$ cat config.mk
export PLATFORM = sky130hd
export DESIGN_NAME = echo_range_proximity_alarm
export DESIGN_NICKNAME = d
export VERILOG_FILES = /design/src/rtl/core/erpa_pkg.sv /design/src/rtl/core/echo_range_proximity_alarm.sv /design/src/rtl/core/erpa_range.sv /design/src/rtl/core/erpa_alarm.sv
export SDC_FILE = /design/constraint.sdc
export NUM_CORES = 1
export LEC_CHECK = 0
export BUFFER_PORTS_ARGS = -buffer_cell sky130_fd_sc_hd__buf_2
export CAP_MARGIN = 20
export CORE_MARGIN = 1
export CORE_UTILIZATION = 40
export CTS_CLUSTER_DIAMETER = 200
export CTS_CLUSTER_SIZE = 16
export DETAILED_ROUTE_END_ITERATION = 10
export PLACE_DENSITY = 0.59
export SLEW_MARGIN = 20
export SYNTH_ARGS = -nofsm -noshare
export SYNTH_HDL_FRONTEND = slang
export SYNTH_HIERARCHICAL = 1
export SYNTH_SLANG_ARGS = --single-unit
$ cat constraint.sdc
create_clock -name clock -period 9.74 [get_ports clock]
set_input_delay 2.922 -clock clock [delete_from_list [all_inputs] [get_ports clock]]
set_output_delay 2.922 -clock clock [all_outputs]
set_load 0.05 [all_outputs]
$ cat src/rtl/core/erpa_pkg.sv
// shared types and constants for the echo range proximity alarm
package erpa_pkg;

   localparam int unsigned CapW   = 16;
   localparam int unsigned DistW  = 13;
   localparam int unsigned TickW  = 4;
   localparam int unsigned BlinkW = 3;
   localparam int unsigned CsrAddrW = 2;
   localparam int unsigned CsrDataW = 13;
   localparam int unsigned ReqDataW = 16;
   localparam int unsigned RspDataW = 16;

   localparam logic [CsrAddrW-1:0] CSR_VALID_LIMIT = 2'd0;
   localparam logic [CsrAddrW-1:0] CSR_WARN_LIMIT  = 2'd1;
   localparam logic [CsrAddrW-1:0] CSR_TICKS       = 2'd2;

   localparam logic [DistW-1:0] VALID_LIMIT_RST = 13'd3800;
   localparam logic [DistW-1:0] WARN_LIMIT_RST  = 13'd400;
   localparam logic [TickW-1:0] TICKS_RST       = 4'd5;

   localparam logic FUNC_EDGE = 1'b0;
   localparam logic FUNC_TICK = 1'b1;

   // floor(h * 17 / 100) == (h * RANGE_RECIP) >> RANGE_SHIFT for h < 2^17
   localparam int unsigned RecipW      = 18;
   localparam int unsigned RANGE_SHIFT = 20;
   localparam logic [RecipW-1:0] RANGE_RECIP = 18'd178258;
   localparam int unsigned ProdW = CapW - 1 + RecipW;

   localparam logic [DistW-1:0] BAND_1 = 13'd100;
   localparam logic [DistW-1:0] BAND_2 = 13'd200;
   localparam logic [DistW-1:0] BAND_3 = 13'd300;

   typedef struct packed {
      logic [BlinkW-1:0] blink;
      logic              level;
   } alarm_state_type;

endpackage

$ cat src/rtl/core/echo_range_proximity_alarm.sv
// top level: request stage, state update and response register
//
// Usage:
//   Requests arrive on req_ (tuser = event kind, 0 echo edge, 1 timer tick;
//   tdata = capture count). Echo edges alternate start/end; an end edge
//   turns the echo width into millimetres and keeps it when it is within
//   the validity limit. Every ticks_per_period-th tick raises the trigger
//   flag and runs the blinking alarm step.
//   Every request gives one response on rsp_ with the held distance, the
//   trigger flag and the alarm level.
//   Flow: a taken request is registered in the request stage; it updates
//   the state and is written into the response register when that stage
//   advances, i.e. when the response register is empty or rsp_tready is high.
//   Throughput: one request per cycle while rsp_tready stays high; the
//   update through the 15x18 conversion multiplier is combinational.
//   Stall: when rsp_tready is low the response register holds, one more
//   request is still taken into the request stage, then req_tready drops.
//   Reset clears the valid flags and the echo, tick and alarm state and loads the register defaults (3800, 400, 5).
//   csr_ writes take effect at once and are meant for idle periods.
module echo_range_proximity_alarm (
   input  logic                          clock,
   input  logic                          reset,
   input  logic                          req_tvalid,
   output logic                          req_tready,
   input  logic [erpa_pkg::ReqDataW-1:0] req_tdata,  // [15:0] capture_count
   input  logic                          req_tuser,  // [0] func
   output logic                          rsp_tvalid,
   input  logic                          rsp_tready,
   output logic [erpa_pkg::RspDataW-1:0] rsp_tdata,  // [12:0] distance_mm, [13] trigger_pulse,
                                                     // [14] alarm_on, [15] zero
   input  logic                          csr_we,
   input  logic [erpa_pkg::CsrAddrW-1:0] csr_addr,
   input  logic [erpa_pkg::CsrDataW-1:0] csr_wdata
);
   import erpa_pkg::*;

   logic [DistW-1:0] valid_limit_ff, valid_limit_in;
   logic [DistW-1:0] warn_limit_ff,  warn_limit_in;
   logic [TickW-1:0] ticks_ff,       ticks_in;

   logic             s1_valid_ff, s1_valid_in;
   logic             s1_func_ff,  s1_func_in;
   logic [CapW-1:0]  s1_cap_ff,   s1_cap_in;

   logic             phase_ff,    phase_in;
   logic [CapW-1:0]  start_ff,    start_in;
   logic [DistW-1:0] held_ff,     held_in;
   logic [TickW-1:0] tick_ff,     tick_in;
   alarm_state_type  alarm_ff,    alarm_in;

   logic                rsp_valid_ff, rsp_valid_in;
   logic [RspDataW-1:0] rsp_data_ff,  rsp_data_in;

   logic             req_take;
   logic             s1_adv;
   logic [DistW-1:0] dist_mm;
   logic             dist_ok;
   logic [TickW-1:0] tick_inc;
   logic             trig;
   alarm_state_type  alarm_step;

   erpa_range u_range (
      .cap         (s1_cap_ff),
      .start       (start_ff),
      .valid_limit (valid_limit_ff),
      .dist_mm     (dist_mm),
      .dist_ok     (dist_ok)
   );

   erpa_alarm u_alarm (
      .held       (held_ff),
      .warn_limit (warn_limit_ff),
      .cur        (alarm_ff),
      .nxt        (alarm_step)
   );

   assign s1_adv     = s1_valid_ff && (!rsp_valid_ff || rsp_tready);
   assign req_tready = !s1_valid_ff || s1_adv;
   assign req_take   = req_tvalid && req_tready;
   assign tick_inc   = tick_ff + 4'd1;
   assign trig       = (s1_func_ff == FUNC_TICK) && (tick_inc == ticks_ff);

   always_comb begin
      valid_limit_in = valid_limit_ff;
      warn_limit_in  = warn_limit_ff;
      ticks_in       = ticks_ff;
      if (csr_we) begin
         unique case (csr_addr)
            CSR_VALID_LIMIT: valid_limit_in = csr_wdata;
            CSR_WARN_LIMIT:  warn_limit_in  = csr_wdata;
            CSR_TICKS:       ticks_in       = csr_wdata[TickW-1:0];
            default: ;
         endcase
      end
   end

   always_comb begin
      s1_valid_in = s1_valid_ff;
      s1_func_in  = s1_func_ff;
      s1_cap_in   = s1_cap_ff;
      if (req_take) begin
         s1_valid_in = 1'b1;
         s1_func_in  = req_tuser;
         s1_cap_in   = req_tdata[CapW-1:0];
      end else if (s1_adv) begin
         s1_valid_in = 1'b0;
      end
   end

   always_comb begin
      phase_in = phase_ff;
      start_in = start_ff;
      held_in  = held_ff;
      tick_in  = tick_ff;
      alarm_in = alarm_ff;
      if (s1_adv) begin
         if (s1_func_ff == FUNC_EDGE) begin
            phase_in = ~phase_ff;
            if (!phase_ff) begin
               start_in = s1_cap_ff;
            end else if (dist_ok) begin
               held_in = dist_mm;
            end
         end else begin
            tick_in = trig ? '0 : tick_inc;
            if (trig) begin
               alarm_in = alarm_step;
            end
         end
      end
   end

   always_comb begin
      rsp_valid_in = rsp_valid_ff;
      rsp_data_in  = rsp_data_ff;
      if (s1_adv) begin
         rsp_valid_in = 1'b1;
         rsp_data_in  = {1'b0, alarm_in.level, trig, held_in};
      end else if (rsp_tready) begin
         rsp_valid_in = 1'b0;
      end
   end

   always_ff @(posedge clock) begin
      if (reset) begin
         valid_limit_ff <= VALID_LIMIT_RST;
         warn_limit_ff  <= WARN_LIMIT_RST;
         ticks_ff       <= TICKS_RST;
         s1_valid_ff    <= 1'b0;
         phase_ff       <= 1'b0;
         start_ff       <= '0;
         held_ff        <= '0;
         tick_ff        <= '0;
         alarm_ff       <= '0;
         rsp_valid_ff   <= 1'b0;
      end else begin
         valid_limit_ff <= valid_limit_in;
         warn_limit_ff  <= warn_limit_in;
         ticks_ff       <= ticks_in;
         s1_valid_ff    <= s1_valid_in;
         phase_ff       <= phase_in;
         start_ff       <= start_in;
         held_ff        <= held_in;
         tick_ff        <= tick_in;
         alarm_ff       <= alarm_in;
         rsp_valid_ff   <= rsp_valid_in;
      end
      s1_func_ff  <= s1_func_in;
      s1_cap_ff   <= s1_cap_in;
      rsp_data_ff <= rsp_data_in;
   end

   assign rsp_tvalid = rsp_valid_ff;
   assign rsp_tdata  = rsp_data_ff;

   a_blink_bound: assert property (@(posedge clock) disable iff (reset)
      alarm_ff.blink <= 3'd3)
      else $error("blink counter out of range");

   a_trig_clears_tick: assert property (@(posedge clock) disable iff (reset)
      s1_adv && trig |=> tick_ff == '0)
      else $error("tick counter not cleared on trigger");

   a_far_alarm_off: assert property (@(posedge clock) disable iff (reset)
      s1_adv && trig && (held_ff > warn_limit_ff) |=> !alarm_ff.level && rsp_tdata[14] == 1'b0)
      else $error("alarm on beyond warning limit");

   a_empty_ready: assert property (@(posedge clock) disable iff (reset)
      !s1_valid_ff |-> req_tready)
      else $error("request refused with empty stage");

endmodule

$ cat src/rtl/core/erpa_range.sv
// echo width to millimetre conversion and validity check
module erpa_range (
   input  logic [erpa_pkg::CapW-1:0]  cap,
   input  logic [erpa_pkg::CapW-1:0]  start,
   input  logic [erpa_pkg::DistW-1:0] valid_limit,
   output logic [erpa_pkg::DistW-1:0] dist_mm,
   output logic                       dist_ok
);
   import erpa_pkg::*;

   logic [CapW-1:0]  width;
   logic [CapW-2:0]  half;
   logic [ProdW-1:0] prod;

   assign width   = cap - start;
   assign half    = width[CapW-1:1];
   assign prod    = ProdW'(half) * ProdW'(RANGE_RECIP);
   assign dist_mm = prod[RANGE_SHIFT +: DistW];
   assign dist_ok = (dist_mm <= valid_limit);

endmodule

$ cat src/rtl/core/erpa_alarm.sv
// warning step: blink period from distance and alarm toggle, alarm off beyond the warning limit
module erpa_alarm (
   input  logic [erpa_pkg::DistW-1:0] held,
   input  logic [erpa_pkg::DistW-1:0] warn_limit,
   input  erpa_pkg::alarm_state_type  cur,
   output erpa_pkg::alarm_state_type  nxt
);
   import erpa_pkg::*;

   logic [BlinkW-1:0] period;
   logic [BlinkW-1:0] blink_inc;

   always_comb begin
      priority if (held < BAND_1) begin
         period = 3'd1;
      end else if (held < BAND_2) begin
         period = 3'd2;
      end else if (held < BAND_3) begin
         period = 3'd3;
      end else begin
         period = 3'd4;
      end
   end

   assign blink_inc = cur.blink + 3'd1;

   always_comb begin
      nxt = cur;
      if (held <= warn_limit) begin
         if (blink_inc >= period) begin
            nxt.blink = '0;
            nxt.level = ~cur.level;
         end else begin
            nxt.blink = blink_inc;
         end
      end else begin
         nxt.level = 1'b0;
      end
   end

endmodule
After elaboration in Yosys (flattened, before gate mapping) --
Index checks and enable logic that the tools add are counted.
Word-level totals: input bits 37, register bits after elaboration 102, output and inout bits 18
Cells by class: add/sub/neg operators 3, reduce and logical (&&, ||, !) cells 17, magnitude comparators 6, bitwise logic cells 3, muxes and demuxes 18, multipliers 1, eq/ne operators 3
Operators by type and width (number):
- $mux 13 | 4
- $mul 15x17->32 const B | 1
- $le 13x13->1 | 2
- $sub 16x16->16 | 1
- $lt 13x7->1 const B | 1
- $lt 13x8->1 const B | 1
- $lt 13x9->1 const B | 1
- $mux 3 | 4
- $reduce_and 2->1 | 5
- $mux 1 | 9
- $add 4x1->4 const B | 1
- $eq 4x4->1 | 1
- $mux 4 | 1
- $reduce_and 4->1 | 1
- $reduce_bool 2->1 | 2
- $add 3x1->3 const B | 1
- $ge 3x3->1 | 1
- $logic_and 1x1->1 | 3
- $not 1->1 | 3
- $reduce_and 3->1 | 1
- $eq 2x1->1 const B | 1
- $eq 2x2->1 const B | 1
- $logic_not 1->1 | 2
- $logic_not 2->1 | 1
- $logic_or 1x1->1 | 2

Depth between registers and ports, before layout --
depth after elaboration 10, gate-level depth with buffers 39, mapped depth without buffers 38

Modules after synthesis --
Netlist, hierarchy kept.
Modules (own cells, without submodules):
- erpa_range | cells an instance 541, times used 1, sequential area each 0.0 um^2, area each 4973.5 um^2
- echo_range_proximity_alarm | cells an instance 332, times used 1, sequential area each 2362.3 um^2, area each 3822.4 um^2
- erpa_alarm | cells an instance 84, times used 1, sequential area each 0.0 um^2, area each 606.8 um^2

Worst setup path after synthesis --
Ideal clock, no wire load.
path type reg2reg, start point register s1_cap_ff[0], end point register rsp_data_ff[10], in the netlist rsp_tdata[10], data pin, library setup time 262 ps, data required time 9478 ps, path slack 981 ps, arrival 8498 ps, stages on the path, launching flop included 38, period minus slack after synthesis 8759 ps, buffers on the path 1, path through edfxtp_1 nand2b_1 fa_1 a21o_1 a21o_1 a21oi_1 a21oi_1 a21o_1 xor2_1 inv_1 fa_1 inv_1 ha_1 ha_1 inv_1 fa_1 inv_1 fa_1 [... 2 more ...] and3_4 nand3_4 nor4_4 o21ai_2 a21boi_2 or2_1 xor2_1 ha_1 o21a_1 o21a_1 o21a_1 o21bai_1 a21oi_1 o31ai_1 nand2_1 nor4b_4 buf_6 mux2_4
Between the ends: longest elaborated chain between the ends 7
Ends and longest elaborated chain:
- start, declared | RTL line echo_range_proximity_alarm.sv:43 | logic [CapW-1:0] s1_cap_ff, s1_cap_in;
- start signal, assigned | RTL line echo_range_proximity_alarm.sv:169 | s1_cap_ff <= s1_cap_in;
- $sub 16x16->16 | RTL line erpa_range.sv:15 | assign width = cap - start;
- $mul 15x17->32 | RTL line erpa_range.sv:17 | assign prod = ProdW'(half) * ProdW'(RANGE_RECIP);
- via dist_mm[2] | RTL line echo_range_proximity_alarm.sv:56 | logic [DistW-1:0] dist_mm;
- $le 13x13->1 | RTL line erpa_range.sv:19 | assign dist_ok = (dist_mm <= valid_limit);
- via dist_ok | RTL line echo_range_proximity_alarm.sv:57 | logic dist_ok;
- $mux 13 | RTL line echo_range_proximity_alarm.sv:121 | end else if (dist_ok) begin
- $mux 13 | RTL line echo_range_proximity_alarm.sv:119 | if (!phase_ff) begin
- $mux 13 | RTL line echo_range_proximity_alarm.sv:117 | if (s1_func_ff == FUNC_EDGE) begin
- $mux 13 | RTL line echo_range_proximity_alarm.sv:116 | if (s1_adv) begin
- via held_in[10] | RTL line echo_range_proximity_alarm.sv:47 | logic [DistW-1:0] held_ff, held_in;
- end signal, assigned | RTL line echo_range_proximity_alarm.sv:170 | rsp_data_ff <= rsp_data_in;
- end, declared | RTL line echo_range_proximity_alarm.sv:52 | logic [RspDataW-1:0] rsp_data_ff, rsp_data_in;
The timed path passes the listed nets, and every way through them passes these cells. A chain may end at the register's enable or synchronous reset.

Worst setup path after layout --
start point register s1_cap_ff[0], end point register held_ff[0]
Between the ends: longest elaborated chain between the ends 7
Ends and longest elaborated chain:
- $sub 16x16->16 | RTL line erpa_range.sv:15
- $mul 15x17->32 | RTL line erpa_range.sv:17
- via dist_mm[2] | RTL line echo_range_proximity_alarm.sv:56
- $le 13x13->1 | RTL line erpa_range.sv:19
- via dist_ok | RTL line echo_range_proximity_alarm.sv:57
- $mux 13 | RTL line echo_range_proximity_alarm.sv:121
- $mux 13 | RTL line echo_range_proximity_alarm.sv:119
- $mux 13 | RTL line echo_range_proximity_alarm.sv:117
- $mux 13 | RTL line echo_range_proximity_alarm.sv:116
- via held_in[0] | RTL line echo_range_proximity_alarm.sv:47
- end signal, assigned | RTL line echo_range_proximity_alarm.sv:163 | held_ff <= held_in;
- end, declared | RTL line echo_range_proximity_alarm.sv:47
The timed path passes the listed nets, and every way through them passes these cells.

==> impl_results.md <==
- Die H: 155 µm
- Crit. End Element: flip-flop
- Worst Path Required: 9.94 ns
- Via density: 4.93
- Worst-Margin Slew: 0.955 ns
- Syn Area/Cell: 9.83 µm²
- Grt peak-use layer: met2
- DRT Pass-1 Iters: 4
- Post-Syn Nets: 1226
- Fin nets: 1291
- Post-synth EDFFs: 32
- DRC Markers: 0
- Die width: 155 µm
- Met1 GRT Util: 0.241
- Largest stage delay, worst path: 0.52 ns
- Worst R2R Path Depth: 36
- Crit Path Class: reg2reg
- Detailed-route via count: 6606
- CP arrival: 9.45 ns
- HP Class: reg2reg
- Yosys synthesis warning count: 6
- Mapped Area: 9400 µm²
- Syn-to-layout area delta: 10.9%
- Fin crit period: 9.25 ns
- DRT antenna net count: 0
- Post-Synthesis Cells: 957
- Clk pin slew, worst setup/hold paths: 0.07 ns
- Clock Skew: 0.00924 ns
- Slowest cell on crit path: fa_1
- Starting Density: 0.412
- Initial antenna violation count: 0
- Ant diodes: 0
- Routability cong.: 0.859
- Flop and latch count out of synthesis: 102
- Number of max-cap violations: 0
- Count leader, synth: ha_1
- Hpwl dp: 16100 µm
- Vias in the first global route: 6569
- Top cell types by occurrence after synthesis: 168 x ha_1, 165 x inv_1, 85 x nand2_1
- Status: finished, final reports clean
- All-Layer GR Usage: 0.169
- # fillers: 2262
- Main synth FF type: dfxtp_1
- Routed WL: 19500 µm
- Post-DR wirelength/cell: 14.6 µm
- CTS tree: yes
- Critical path fanouts, max: 5
- Hold Path Depth: 2
- Pin count of the biggest net entering global routing: 75
- Top Ports: 55
- Core area: 22800 µm²
- Die ar.: 24100 µm²
- Clock Sinks: 102
- First-pass GRT wire length: 32200 µm
- Cts hold-fix bufs: 0
- Clk Latency, worst-skew pair: 0.35 ns
- Share of layout cells above drive strength 1: 0.130
- Fmax: 108 MHz
- Endpoints failing setup: 0
- Yosys top cell area share: 0.224
- Hold Vio Cnt, Final: 0
- Post-synth ARST share: 0
- Sequential area share after synthesis: 0.251
- H-tree lvl count: 3
- Root buffer cell: clkbuf_16
- Startpoint types: flip-flop
- Met3 usage: 0.0187
- Area leader, netlist: ha_1
- Top area cells in the synthesized netlist: ha_1 22%, dfxtp_1 15%, fa_1 14%, edfxtp_1 10%, inv_1 6.6%
- Rows: 55
- DR iter-0 viols: 248
- GRT overflow: 0
- Port Buffer Count: 53
- Relative slew slack: 0.362
- Crit path top cell by count: fa_1
- Hold WS: 0.456 ns
- Synth unique cells: 75
- Met2 Use GR: 0.268
- Pins Over Slew Limit: 0
- Clock tree buffer depth: 2
- TritonCTS Buffers: 9
- Crit share post-route: 0.949
==> sequential cells by signal (all words and copies together), names as in the netlist <==
name / cells
alarm_ff: 4
rsp_tdata: 15
ticks_ff: 4
tick_ff: 4
held_ff: 13
s1_cap_ff: 16
start_ff: 16
s1_func_ff: 1
s1_valid_ff: 1
rsp_tvalid: 1
phase_ff: 1
valid_limit_ff: 13
warn_limit_ff: 13
==> cell families after synthesis <==
logic type | Yosys count | synth area share
buf+inv | 185 | 0.0780
xor+xnor | 35 | 0.0341
compound gates | 154 | 0.113
flops | 102 | 0.251
simple gates | 219 | 0.126
other cells | 1 | 0.000399
fa+ha+maj | 232 | 0.360
mux | 29 | 0.0371
==> metal layers <==
| metal | vias to the layer above | part of all wire |
|---|---|---|
| li1 | 3347 | - |
| met4 | 0 | 0.016 |
| met2 | 78 | 0.45 |
| met1 | 3162 | 0.51 |
| met5 | - | 0 |
| met3 | 19 | 0.023 |
==> stage by stage <==
stage	TNS (ns)	setup slack (ns)	instances	area (µm²)	utilization
floorplan	0	0.981	957	9400	-
global placement	0	0.518	1320	10100	0.441
detailed placement	0	0.334	1320	10100	0.441
CTS	0	0.316	1336	10400	0.454
global route	-0.0143	-0.0143	1340	10400	0.456
finish	0	0.493	1340	10400	0.456
==> layout by cell type (no fill, tap or decap), types with 3 or more instances in the layout <==
cell / synthesis / routed
nor2b_1: 20 / 20
o21bai_1: 3 / 3
nor2_1: 32 / 32
xnor2_1: 17 / 15
fa_1: 64 / 64
nand2_1: 85 / 85
o21a_1: 5 / 5
o31ai_1: 3 / 3
dfxtp_1: 70 / 70
a21oi_1: 63 / 63
nor3_1: 10 / 10
o21ai_0: 11 / 11
o211ai_1: 5 / 5
buf_4: 1 / 21
mux2_4: 11 / 11
clkbuf_16: 0 / 10
nand2b_1: 13 / 13
xor2_1: 17 / 16
buf_2: 4 / 53
and2b_1: 10 / 10
a211o_1: 11 / 11
inv_1: 165 / 165
nand4_1: 7 / 7
mux2_2: 3 / 3
mux2i_1: 15 / 15
and3_1: 3 / 3
nand3_1: 9 / 9
ha_1: 168 / 168
nand3b_1: 5 / 5
edfxtp_1: 32 / 32
a31oi_1: 3 / 3
a21o_1: 22 / 22
==> worst max-delay path: cells and delay by family (launching register included) <==
kind | cells | cell delay [ns]
xor+xnor | 2 | 0.53
mux | 1 | 0.36
compound gates | 11 | 1.76
fa+ha+maj | 9 | 3.63
simple gates | 10 | 1.81
buf+inv | 3 | 0.64
flops | 1 | 0.38
==> what timing repair did <==
action / 4_1_cts / 5_1_grt
setup buffers: 0 / 4
endpoints found under the setup margin: 0 / 25
hold endpoints to repair: 0 / 0
resized for setup: 0 / 5
==> cell type report <==
type                            count  area [µm²]  share of cell area
Multi-Input combinational cell    670        6340               0.608
Clock buffer                       11         264              0.0253
Sequential cell                   102        2360               0.227
Timing Repair Buffer               74         423              0.0406
Inverter                          165         619              0.0594
Tap cell                          313         392              0.0376
Clock inverter                      5        30.0             0.00288
==> worst paths after layout <==
kind                                       start          endpoint  slack, ns
worst max register to register      s1_cap_ff[0]        held_ff[0]       0.49
worst min-delay path            warn_limit_ff[2]  warn_limit_ff[2]       0.46
worst max-delay path                s1_cap_ff[0]        held_ff[0]       0.49
worst min register to register  warn_limit_ff[2]  warn_limit_ff[2]       0.46
Power is not shown: default switching activity piles up to over one toggle a cycle in this logic, so the estimate is an artifact.
